--- config.mk ---
export PLATFORM = sky130hd
export DESIGN_NAME = dual_echo_pulse_ranger_unit_flat
export DESIGN_NICKNAME = d
export VERILOG_FILES = /design/src/rtl/core/dep_pkg.sv /design/src/rtl/core/dep_req_if.sv /design/src/rtl/core/dep_rsp_if.sv /design/src/rtl/core/dep_front.sv /design/src/rtl/core/dep_queue.sv /design/src/rtl/core/dep_back.sv /design/src/rtl/core/dual_echo_pulse_ranger_unit.sv /design/src/flat_wrapper.sv
export SDC_FILE = /design/constraint.sdc
export NUM_CORES = 1
export LEC_CHECK = 0
export BUFFER_PORTS_ARGS = -buffer_cell sky130_fd_sc_hd__buf_4
export CELL_PAD_IN_SITES_DETAIL_PLACEMENT = 1
export CELL_PAD_IN_SITES_GLOBAL_PLACEMENT = 1
export CORE_MARGIN = 2
export CORE_UTILIZATION = 57
export DETAILED_ROUTE_END_ITERATION = 12
export PLACE_DENSITY_LB_ADDON = 0.05
export SLEW_MARGIN = 20
export SYNTH_ARGS = -nofsm -noshare
export SYNTH_HDL_FRONTEND = slang
export SYNTH_SLANG_ARGS = --single-unit
--- constraint.sdc ---
create_clock -name clk -period 22 [get_ports clk]
set_clock_uncertainty 0.2 [all_clocks]
set_input_delay 4.4 -clock clk [delete_from_list [all_inputs] [get_ports clk]]
set_output_delay 4.4 -clock clk [all_outputs]
set_load 0.1 [all_outputs]
--- src/rtl/core/dep_pkg.sv ---
package dep_pkg;

  localparam int TIMER_BITS   = 16;
  localparam int NUM_CHANNELS = 2;
  localparam int QUEUE_DEPTH  = 4;

  localparam int CM_W = 8;
  localparam int MM_W = 14;

  localparam logic [0:0] FUNC_CAPTURE = 1'b0;
  localparam logic [0:0] FUNC_TRIGGER = 1'b1;

  localparam int TICKS_PER_CM = 58;
  localparam int MM_PER_CM    = 10;
  localparam int CM_MAX       = 255;

  // ticks / 58 as (ticks * CM_RECIP) >> CM_SHIFT, exact for 16-bit ticks
  localparam int               CM_SHIFT  = 22;
  localparam int               CM_RECIP_W = 17;
  localparam logic [16:0]      CM_RECIP  = 17'd72316;
  localparam int               CM_PROD_W = TIMER_BITS + CM_RECIP_W;
  localparam int               CM_QUO_W  = CM_PROD_W - CM_SHIFT;

  // ticks * 10 / 58 = ticks * 5 / 29 as (ticks * MM_RECIP) >> MM_SHIFT
  localparam int               MM_SHIFT  = 24;
  localparam int               MM_RECIP_W = 22;
  localparam logic [21:0]      MM_RECIP  = 22'd2892625;
  localparam int               MM_PROD_W = TIMER_BITS + MM_RECIP_W;

  typedef struct packed {
    logic [0:0]            channel;
    logic [TIMER_BITS-1:0] ticks;
  } meas_t;

  typedef struct packed {
    logic full;
    logic empty;
  } q_stat_t;

endpackage

--- src/rtl/core/dep_req_if.sv ---
interface dep_req_if;
  import dep_pkg::*;

  logic                  valid;
  logic                  ready;
  logic [0:0]            func;
  logic [0:0]            channel;
  logic [TIMER_BITS-1:0] capture_time;

  modport source (output valid, output func, output channel, output capture_time,
                  input ready);
  modport sink (input valid, input func, input channel, input capture_time,
                output ready);
endinterface

--- src/rtl/core/dep_rsp_if.sv ---
interface dep_rsp_if;
  import dep_pkg::*;

  logic                  valid;
  logic                  ready;
  logic [0:0]            out_channel;
  logic [TIMER_BITS-1:0] echo_ticks;
  logic [CM_W-1:0]       distance_cm;
  logic [MM_W-1:0]       distance_mm;

  modport source (output valid, output out_channel, output echo_ticks,
                  output distance_cm, output distance_mm, input ready);
  modport sink (input valid, input out_channel, input echo_ticks,
                input distance_cm, input distance_mm, output ready);
endinterface

--- src/rtl/core/dep_front.sv ---
module dep_front #(
  parameter int NUM_CHANNELS = dep_pkg::NUM_CHANNELS
) (
  input  logic             clk,
  input  logic             rst,
  dep_req_if.sink          req,
  input  dep_pkg::q_stat_t q_stat,
  output logic             push,
  output dep_pkg::meas_t   push_data
);
  import dep_pkg::*;

  logic [NUM_CHANNELS-1:0] awaiting_fall;
  logic [NUM_CHANNELS-1:0] awaiting_fall_next;
  logic [NUM_CHANNELS-1:0] armed;
  logic [NUM_CHANNELS-1:0] armed_next;
  logic [NUM_CHANNELS-1:0] hit;
  logic [TIMER_BITS-1:0]   rise_time [NUM_CHANNELS];
  logic                    take;
  logic                    trigger;

  assign req.ready = !q_stat.full;
  assign take      = req.valid && req.ready;
  assign trigger   = take && (req.func == FUNC_TRIGGER);

  always_comb begin
    for (int i = 0; i < NUM_CHANNELS; i++) begin
      hit[i] = take && (req.func == FUNC_CAPTURE) && (int'(req.channel) == i) && armed[i];
    end
  end

  always_comb begin
    push_data.channel = req.channel;
    push_data.ticks   = '0;
    for (int i = 0; i < NUM_CHANNELS; i++) begin
      if (hit[i]) begin
        push_data.ticks = req.capture_time - rise_time[i];
      end
    end
    push = |(hit & awaiting_fall);
  end

  always_comb begin
    awaiting_fall_next = awaiting_fall;
    armed_next         = armed;
    if (trigger) begin
      awaiting_fall_next = '0;
      armed_next         = '1;
    end else begin
      for (int i = 0; i < NUM_CHANNELS; i++) begin
        if (hit[i]) begin
          // first capture records the rise, second closes the measurement
          awaiting_fall_next[i] = !awaiting_fall[i];
          armed_next[i]         = !awaiting_fall[i];
        end
      end
    end
  end

  always_ff @(posedge clk) begin
    if (rst) begin
      awaiting_fall <= '0;
      armed         <= '1;
    end else begin
      awaiting_fall <= awaiting_fall_next;
      armed         <= armed_next;
    end
  end

  always_ff @(posedge clk) begin
    for (int i = 0; i < NUM_CHANNELS; i++) begin
      if (hit[i] && !awaiting_fall[i]) begin
        rise_time[i] <= req.capture_time;
      end
    end
  end

endmodule

--- src/rtl/core/dep_queue.sv ---
module dep_queue #(
  parameter int DEPTH = dep_pkg::QUEUE_DEPTH
) (
  input  logic              clk,
  input  logic              rst,
  input  logic              push,
  input  dep_pkg::meas_t    push_data,
  input  logic              pop,
  output dep_pkg::meas_t    pop_data,
  output dep_pkg::q_stat_t  stat
);
  import dep_pkg::*;

  localparam int PW = (DEPTH > 1) ? $clog2(DEPTH) : 1;
  localparam int CW = $clog2(DEPTH + 1);
  localparam logic [PW-1:0] LAST = PW'(DEPTH - 1);
  localparam logic [CW-1:0] FULL_COUNT = CW'(DEPTH);

  meas_t         slots [DEPTH];
  logic [PW-1:0] wr_ptr;
  logic [PW-1:0] rd_ptr;
  logic [CW-1:0] count;
  logic          do_push;
  logic          do_pop;

  assign stat.full  = (count == FULL_COUNT);
  assign stat.empty = (count == '0);
  assign do_push    = push && !stat.full;
  assign do_pop     = pop && !stat.empty;
  assign pop_data   = slots[rd_ptr];

  always_ff @(posedge clk) begin
    if (rst) begin
      wr_ptr <= '0;
      rd_ptr <= '0;
      count  <= '0;
    end else begin
      if (do_push) begin
        wr_ptr <= (wr_ptr == LAST) ? '0 : wr_ptr + 1'b1;
      end
      if (do_pop) begin
        rd_ptr <= (rd_ptr == LAST) ? '0 : rd_ptr + 1'b1;
      end
      if (do_push && !do_pop) begin
        count <= count + 1'b1;
      end else if (do_pop && !do_push) begin
        count <= count - 1'b1;
      end
    end
  end

  always_ff @(posedge clk) begin
    if (do_push) begin
      slots[wr_ptr] <= push_data;
    end
  end

endmodule

--- src/rtl/core/dep_back.sv ---
module dep_back (
  input  logic             clk,
  input  logic             rst,
  input  dep_pkg::meas_t   pop_data,
  input  dep_pkg::q_stat_t q_stat,
  output logic             pop,
  dep_rsp_if.source        rsp
);
  import dep_pkg::*;

  logic                  s1_valid;
  logic [0:0]            s1_channel;
  logic [TIMER_BITS-1:0] s1_ticks;
  logic [CM_PROD_W-1:0]  s1_pcm;
  logic [MM_PROD_W-1:0]  s1_pmm;
  logic                  out_free;
  logic                  s1_free;
  logic [CM_QUO_W-1:0]   cm_quo;
  logic [CM_W-1:0]       cm_sat;

  assign out_free = !rsp.valid || rsp.ready;
  assign s1_free  = !s1_valid || out_free;
  assign pop      = !q_stat.empty && s1_free;

  assign cm_quo = s1_pcm[CM_SHIFT +: CM_QUO_W];
  assign cm_sat = (cm_quo > CM_QUO_W'(CM_MAX)) ? CM_W'(CM_MAX) : cm_quo[CM_W-1:0];

  always_ff @(posedge clk) begin
    if (rst) begin
      s1_valid  <= 1'b0;
      rsp.valid <= 1'b0;
    end else begin
      if (s1_free) begin
        s1_valid <= pop;
      end
      if (out_free) begin
        rsp.valid <= s1_valid;
      end
    end
  end

  // multiply by reciprocals
  always_ff @(posedge clk) begin
    if (pop) begin
      s1_channel <= pop_data.channel;
      s1_ticks   <= pop_data.ticks;
      s1_pcm     <= CM_PROD_W'(pop_data.ticks) * CM_PROD_W'(CM_RECIP);
      s1_pmm     <= MM_PROD_W'(pop_data.ticks) * MM_PROD_W'(MM_RECIP);
    end
  end

  // saturate and hold the result
  always_ff @(posedge clk) begin
    if (out_free && s1_valid) begin
      rsp.out_channel <= s1_channel;
      rsp.echo_ticks  <= s1_ticks;
      rsp.distance_cm <= cm_sat;
      rsp.distance_mm <= s1_pmm[MM_SHIFT +: MM_W];
    end
  end

endmodule

--- src/rtl/core/dual_echo_pulse_ranger_unit.sv ---
// Channel  Dir  Handshake      Payload
// req      in   valid/ready    func, channel, capture_time
// rsp      out  valid/ready    out_channel, echo_ticks, distance_cm, distance_mm
//
// One transaction per cycle while req.ready is high; a measurement leaves rsp after the
// falling-edge capture has passed, in order, the front, queue, multiply and output stages.
// Reset clears the queue, the pipeline and the channel state (all armed).
// req.ready drops only while the queue is full; rsp stalls fill the queue.
module dual_echo_pulse_ranger_unit #(
  parameter int NUM_CHANNELS = dep_pkg::NUM_CHANNELS,
  parameter int QUEUE_DEPTH  = dep_pkg::QUEUE_DEPTH
) (
  input  logic      clk,
  input  logic      rst,
  dep_req_if.sink   req,
  dep_rsp_if.source rsp
);
  import dep_pkg::*;

  logic    push;
  logic    pop;
  meas_t   push_data;
  meas_t   pop_data;
  q_stat_t q_stat;

  dep_front #(
    .NUM_CHANNELS(NUM_CHANNELS)
  ) u_front (
    .clk       (clk),
    .rst       (rst),
    .req       (req),
    .q_stat    (q_stat),
    .push      (push),
    .push_data (push_data)
  );

  dep_queue #(
    .DEPTH(QUEUE_DEPTH)
  ) u_queue (
    .clk       (clk),
    .rst       (rst),
    .push      (push),
    .push_data (push_data),
    .pop       (pop),
    .pop_data  (pop_data),
    .stat      (q_stat)
  );

  dep_back u_back (
    .clk      (clk),
    .rst      (rst),
    .pop_data (pop_data),
    .q_stat   (q_stat),
    .pop      (pop),
    .rsp      (rsp)
  );

  a_push_capture_only: assert property (@(posedge clk) disable iff (rst)
    push |-> (req.func == FUNC_CAPTURE) && req.valid && req.ready)
    else $error("measurement pushed without a capture transaction");

  a_mm_exact: assert property (@(posedge clk) disable iff (rst)
    rsp.valid |->
      (32'(rsp.distance_mm) * TICKS_PER_CM <= 32'(rsp.echo_ticks) * MM_PER_CM) &&
      (32'(rsp.echo_ticks) * MM_PER_CM < 32'(rsp.distance_mm) * TICKS_PER_CM + TICKS_PER_CM))
    else $error("distance_mm does not match echo_ticks");

  a_cm_exact: assert property (@(posedge clk) disable iff (rst)
    rsp.valid && (32'(rsp.echo_ticks) < TICKS_PER_CM * (CM_MAX + 1)) |->
      (32'(rsp.distance_cm) * TICKS_PER_CM <= 32'(rsp.echo_ticks)) &&
      (32'(rsp.echo_ticks) < 32'(rsp.distance_cm) * TICKS_PER_CM + TICKS_PER_CM))
    else $error("distance_cm does not match echo_ticks");

  a_cm_saturate: assert property (@(posedge clk) disable iff (rst)
    rsp.valid && (32'(rsp.echo_ticks) >= TICKS_PER_CM * (CM_MAX + 1)) |->
      (32'(rsp.distance_cm) == CM_MAX))
    else $error("distance_cm not saturated");

endmodule
--- src/flat_wrapper.sv ---
// flat-port wrapper written by rule: the top's interface ports become plain ports
module dual_echo_pulse_ranger_unit_flat import dep_pkg::*;
#(
  parameter int NUM_CHANNELS = dep_pkg::NUM_CHANNELS,
  parameter int QUEUE_DEPTH  = dep_pkg::QUEUE_DEPTH
)
  (clk, rst, req_valid, req_func, req_channel, req_capture_time, req_ready, rsp_valid, rsp_out_channel, rsp_echo_ticks, rsp_distance_cm, rsp_distance_mm, rsp_ready);
  dep_req_if req_i ();
  dep_rsp_if rsp_i ();
  input  logic clk;
  input  logic rst;
  input wire logic [$bits(req_i.valid)-1:0] req_valid;
  input wire logic [$bits(req_i.func)-1:0] req_func;
  input wire logic [$bits(req_i.channel)-1:0] req_channel;
  input wire logic [$bits(req_i.capture_time)-1:0] req_capture_time;
  output wire logic [$bits(req_i.ready)-1:0] req_ready;
  output wire logic [$bits(rsp_i.valid)-1:0] rsp_valid;
  output wire logic [$bits(rsp_i.out_channel)-1:0] rsp_out_channel;
  output wire logic [$bits(rsp_i.echo_ticks)-1:0] rsp_echo_ticks;
  output wire logic [$bits(rsp_i.distance_cm)-1:0] rsp_distance_cm;
  output wire logic [$bits(rsp_i.distance_mm)-1:0] rsp_distance_mm;
  input wire logic [$bits(rsp_i.ready)-1:0] rsp_ready;
  assign req_i.valid = req_valid;
  assign req_i.func = req_func;
  assign req_i.channel = req_channel;
  assign req_i.capture_time = req_capture_time;
  assign req_ready = req_i.ready;
  assign rsp_valid = rsp_i.valid;
  assign rsp_out_channel = rsp_i.out_channel;
  assign rsp_echo_ticks = rsp_i.echo_ticks;
  assign rsp_distance_cm = rsp_i.distance_cm;
  assign rsp_distance_mm = rsp_i.distance_mm;
  assign rsp_i.ready = rsp_ready;
  dual_echo_pulse_ranger_unit #(.NUM_CHANNELS(NUM_CHANNELS), .QUEUE_DEPTH(QUEUE_DEPTH)) u_core (.clk(clk), .rst(rst), .req(req_i), .rsp(rsp_i));
endmodule
==> After elaboration in Yosys (flattened, before gate mapping) <==
Memories as Yosys holds them, arrays and structs flattened. A register that Yosys moved wholly into a read port is not among the register bits.
Cells that the tools add are included.
{ "totals": {"regBits": 138, "ram_bits": 100, "in_bits": 22, "out_inout_bits": 41, "elab_cells": 81, "memories": 2} }
{ "memory_table": {"columns": ["memory", "depth", "word_bits", "rd", "rd_ports_with_merged_regs", "write_ports", "line", "text"], "rows": [
  ["u_core.u_queue.slots", 4, 17, 1, 1, 1, "dep_queue.sv:19", "meas_t slots [DEPTH];"],
  ["u_core.u_front.rise_time", 2, 16, 2, 0, 1, "dep_front.sv:18", "logic [TIMER_BITS-1:0] rise_time [NUM_CHANNELS];"]
]} }
{ "classes": {"addsub": 6, "mul": 2, "order_cmp": 1, "eq_ne": 3, "mux": 17, "bitwise_logic": 3, "n_reduce_logical": 30} }
{ "op_table": {"columns": ["operator", "n"], "rows": [
  ["16-bit 2-to-1 mux", 3],
  ["16-bit by 22-bit multiplier with 38-bit output, second input constant", 1],
  ["16-bit subtractor", 2],
  ["16-bit by 15-bit multiplier with 31-bit output, second input constant", 1],
  ["16-bit OR reduction", 1],
  ["1-bit logical AND", 15],
  ["11-bit by 8-bit > comparator with 1-bit output, second input constant", 1],
  ["1-bit logical NOT", 8],
  ["1-bit 2-to-1 mux", 8],
  ["2-bit 2-to-1 mux", 4],
  ["3-bit 2-to-1 mux", 2],
  ["2-bit by 1-bit adder with 2-bit output, second input constant", 2],
  ["2-bit == test, second input constant", 2],
  ["2-bit OR reduction", 2],
  ["3-bit by 1-bit adder with 3-bit output, second input constant", 1],
  ["3-bit == test, second input constant", 1],
  ["3-bit logical NOT", 1],
  ["3-bit by 1-bit subtractor with 3-bit output, second input constant", 1],
  ["2-bit AND", 1],
  ["1-bit logical OR", 2],
  ["1-bit NOT", 2],
  ["2-bit nonzero test", 1]
]} }

==> Depth between registers and ports, before layout <==
{ "logic_depth": {"ltp_word": 13, "depth_mapped": 24, "ltp_nobuf": 22} }

==> Modules after synthesis <==
A second synthesis with hierarchy kept.
{ "hier_totals": {"hier_cells": 1494, "area_unflattened_um2": 17475.5} }
{ "modules_own_cells": {"columns": ["mod", "n_inst", "cells_per_inst", "area_each_um2", "seq_area_each_um2"], "rows": [
  ["dep_back", 1, 1046, 11566.1, 2472.4],
  ["dep_queue", 1, 139, 2972.9, 2222.1],
  ["dep_front", 1, 309, 2936.6, 1041.0]
]} }

==> Worst setup path before layout <==
Ideal clock, no wire load.
{ "synth_timing": {"kind": "input to register", "start": "in rsp_ready", "end": "reg u_core.u_queue.count[2]", "setup_time_ps": 71, "arrival_time_ps": 7975, "path_slack_ps": 13755, "cell_stages": 9, "n_path_buf": 0, "path_cell_list": "nor2b_1 > a21oi_1 > inv_1 > ha_1 > inv_1 > fa_1 > xor2_1 > or3_1 > a21oi_1"} }
{ "synth_via": {"elab_chain_len": 7, "elab_cells_between_ends": 9, "cone_classes": "mux (1); reduce/logical (8)"} }
{ "synth_rtl": {"columns": ["element", "line", "text"], "rows": [
  ["start, declared", "flat_wrapper.sv:22", "input wire logic [$bits(rsp_i.ready)-1:0] rsp_ready;"],
  ["1-bit logical OR (*)", "dep_back.sv:21", "assign out_free = !rsp.valid || rsp.ready;"],
  ["1-bit logical OR (*)", "dep_back.sv:22", "assign s1_free = !s1_valid || out_free;"],
  ["1-bit logical AND (*)", "dep_back.sv:23", "assign pop = !q_stat.empty && s1_free;"],
  ["net u_core.pop", "dual_echo_pulse_ranger_unit.sv:21", "logic pop;"],
  ["1-bit logical AND (*)", "dep_queue.sv:29", "assign do_pop = pop && !stat.empty;"],
  ["1-bit logical NOT", "dep_queue.sv:44", "if (do_push && !do_pop) begin"],
  ["1-bit logical AND", "dep_queue.sv:44", null],
  ["3-bit 2-to-1 mux or 2-bit nonzero test (tied branches)", null, null],
  ["end signal, assigned", "dep_queue.sv:45", "count <= count + 1'b1;"],
  ["end signal, assigned", "dep_queue.sv:47", "count <= count - 1'b1;"],
  ["end, declared", "dep_queue.sv:22", "logic [CW-1:0] count;"]
]} }
Mark *: on every way through the listed nets, which the timed path passes. The rest lies on a longest branch.
A chain may end at the register's enable or synchronous reset.

==> out/summary.md <==
* **number of diodes** 0
* **number of sinks handled by clock tree synthesis** 196
* **setup TNS after final layout** 0 ps
* **share of flip-flops with an asynchronous set or reset** 0%
* **ranking of synthesized cells by area** edfxtp_1 (32%), ha_1 (22%), fa_1 (19%), inv_1 (8.0%), mux4_2 (2.3%)
* **via/cell ratio** 5.59
* **number of antenna violations at the first check in global routing** 0
* **top_reg_cell synth** edfxtp_1
* **worst hold path depth** 0
* **# setup viols final** 0
* **Mapped Avg Cell Area** 11.9 um2
* **share of the clock period used by the worst path after layout** 34.7%
* **effective utilization at floorplan** 57.5%
* **Remaining DRCs** 0
* **Mapped Area** 0.0170 mm2
* **data arrival time of the worst path** 7700 ps
* **largest family of logic cells by synthesized area** adder cells
* **global route overflow** 0
* **cell taking the most area after synthesis** edfxtp_1
* **number of different library cells in the post-synthesis netlist** 59
* **number of enable flip-flop cells after synthesis** 181
* **Critical Path RT** 22,060 ps
* **post-cts gate resize count** 0
* **number of clock buffers inserted by TritonCTS** 17
* **Syn-to-layout area delta** 9.45%
* **sequential share of the synthesized area** 33.8%
* **number of nets still failing antenna checks after routing** 0
* **synthesized-area fraction occupied by ao, oa, aoi and oai cells** 6.31%
* **Post-Synth Simple-Gate Area** 5.17%
* **largest net degree at the start of global routing** 45
* **final-stage net count** 1,997
* **CTS clk-pin slew, worst paths** 70 ps
* **fin area** 0.0186 mm2
* **share of final-layout standard cells stronger than drive strength 1** 8.86%
* **routed vias** 10,692
* **Post-CTS Hold Buffers** 0
* **total detailed-routing wirelength** 39,600 um
* **Max Cap Violations** 0
* **Syn Nets** 1,915
* **Critical Path End Type** register
* **FP Rows** 63
* **I/O pins** 63
* **worst hold slack after final layout** 220 ps
* **GR Layer Usage met3** 2.93%
* **maximum buffer depth of the clock tree** 2
* **clock tree from TritonCTS** built
* **Worst Setup Start Kind** register
* **Mapped Cells** 1,428
* **fill count** 3,050
* **FF/Latch Area** 0.00574 mm2
* **Synth Warn #** 0
* **unrepaired setup endpoints after global routing** false
* **R2R depth** 22
* **post-synthesis mux area share** 2.49%
* **buffers inserted by post-CTS timing repair** 0
* **DPL Wire Length** 31,400 um
* **first-pass iteration count of the detailed router** 5
* **wire length of the first global-routing pass** 64,500 um
* **Min Clock Period, post-route** 7640 ps
* **Port-buffer cells** 62
* **met2 demand-to-capacity share in global routing** 51.4%
* **Clock Latency Late Sink** 460 ps
* **Final Hold Fails** 0
* **Die Ht** 176 um
* **area fraction of the dominant cell type after synthesis** 32.1%
* **xor/xnor share of the synthesized area** 2.43%
* **critical path type** reg2reg
* **total global-route track usage** 27.3%
* **number of violations reported at the end of detailed-routing iteration 0** 437
* **via count of the first global-routing pass** 12,198
* **Multi-input gate area** 0.00984 mm2
* **Most Crowded Layer GR** met2
* **flops & latches, synth** 196
* **outcome** finished clean
* **Peak Freq** 131 MHz
* **die area** 0.0311 mm2
* **max-slew violations** 0
* **depth of the CTS H-tree** 4
* **relative slew slack** 39.1%
* **top fanout value on the critical path** 19
* **path class of the lowest-slack min-delay path** reg2reg
* **met1 layer usage reported by global route** 32.5%
* **slew at the pin closest to its max-slew limit** 912 ps
* **root buffer cell** clkbuf_16
* **post-synthesis adder-cell area fraction** 41.5%
* **cell area after placement** 0.0179 mm2
* **standard cell core area** 0.0295 mm2
* **RePlAce Congestion** 0.861
* **wire per inst** 20.7 um
* **width of the die** 176 um
-- sequential cells by signal, indices dropped and copies added (netlist names), 8 cells and up, named ones only --
signal	flops
u_core.u_back.s1_pmm	14
u_core.u_back.s1_pcm	11
u_core.u_queue.slots	68
u_core.u_back.rsp.echo_ticks	16
u_core.u_front.rise_time	32
u_core.u_back.rsp.distance_mm	14
u_core.u_back.s1_ticks	16
u_core.u_back.rsp.distance_cm	8
-- metal layers --
| layer | up-vias | part of all wire (%) |
|---|---|---|
| met4 | 0 | 2.8 |
| met2 | 180 | 54 |
| li1 | 4957 | - |
| met3 | 56 | 2.1 |
| met5 | - | 0 |
| met1 | 5499 | 41 |
-- through the flow --
stage | utilization [%] | cells | setup slack, ps
after floorplan | - | 1428 | 13750
after global placement | 60.9 | 1880 | 14630
after detailed placement | 60.9 | 1880 | 14360
after CTS | 62.9 | 1912 | 14440
after global routing | 62.9 | 1913 | 14030
final | 62.9 | 1913 | 14360
-- cells by family (layout without fill, tap and decap cells) --
group                    count (synthesis)  count (layout)
multiplexers                            21              21
AO/OA/AOI/OAI                          159             159
AND/OR/NAND/NOR                        170             170
XOR/XNOR                                47              47
adder cells (fa/ha/maj)                465             465
buffers and inverters                  370             465
flip-flops                             196             196
-- path summary, 6_finish.rpt --
path	slack, ps	endpoint	from
setup / recovery	14360	u_core.u_back.s1_pmm[32]$_DFFE_PP_	register
hold / removal	220	u_core.u_back.rsp.echo_ticks[9]$_DFFE_PP_	u_core.u_back.s1_ticks[9]$_DFFE_PP_
setup reg to reg	14360	u_core.u_back.s1_pmm[32]$_DFFE_PP_	register
hold reg to reg	220	u_core.u_back.rsp.echo_ticks[9]$_DFFE_PP_	u_core.u_back.s1_ticks[9]$_DFFE_PP_
-- critical path, cell delays in order (launching register included) --
cell,delay (ps)
dfxtp_1,920
mux4_2,630
ha_1,500
inv_1,110
fa_1,550
inv_1,60
fa_1,540
inv_1,60
fa_1,540
inv_1,60
fa_1,530
inv_1,50
fa_1,530
inv_1,40
ha_1,330
o21ai_0,110
nor2_1,70
o311ai_1,310
nand2_1,250
o21ai_2,310
a31oi_1,190
or4_1,440
o311ai_1,110
-- final cells by class --
type,instances,area share [%]
repair buffers,71,2.94
inverters,362,7.32
flip-flops and latches,196,30.9
multi-input cells,862,53.0
well taps,390,2.63
clock inverters,12,0.634
clock buffers,20,2.52
-- synth_stat cells, types with 5 or more instances --
| master | n |
|---|---|
| fa_1 | 163 |
| a21o_1 | 17 |
| edfxtp_1 | 181 |
| nand2b_1 | 11 |
| nand2_1 | 37 |
| mux4_2 | 17 |
| a31oi_1 | 5 |
| or3_1 | 9 |
| nor2b_1 | 12 |
| nand3_1 | 9 |
| o21ai_0 | 18 |
| inv_1 | 362 |
| o22ai_1 | 9 |
| nor2_1 | 38 |
| and3_1 | 7 |
| a211oi_1 | 7 |
| o32ai_1 | 5 |
| ha_1 | 302 |
| o211ai_1 | 8 |
| xor2_1 | 22 |
| o21a_1 | 11 |
| dfxtp_1 | 15 |
| or2_2 | 5 |
| a21oi_1 | 46 |
| clkbuf_1 | 6 |
| nand4_1 | 8 |
| nor3_1 | 21 |
| xnor2_1 | 25 |
-- layout by cell type, fill, tap and decap left out, types with 9 or more instances in the layout --
cell type  instances
inv_1            362
ha_1             302
edfxtp_1         181
fa_1             163
buf_4             70
a21oi_1           45
nor2_1            38
nand2_1           37
xnor2_1           25
xor2_1            22
nor3_1            21
o21ai_0           18
clkbuf_16         18
mux4_2            17
a21o_1            17
dfxtp_1           15
nor2b_1           11
nand2b_1          11
o21a_1            11
or3_1              9
o22ai_1            9
nand3_1            9
Power is not shown: default switching activity piles up to over one toggle a cycle in this logic, so the estimate is an artifact.
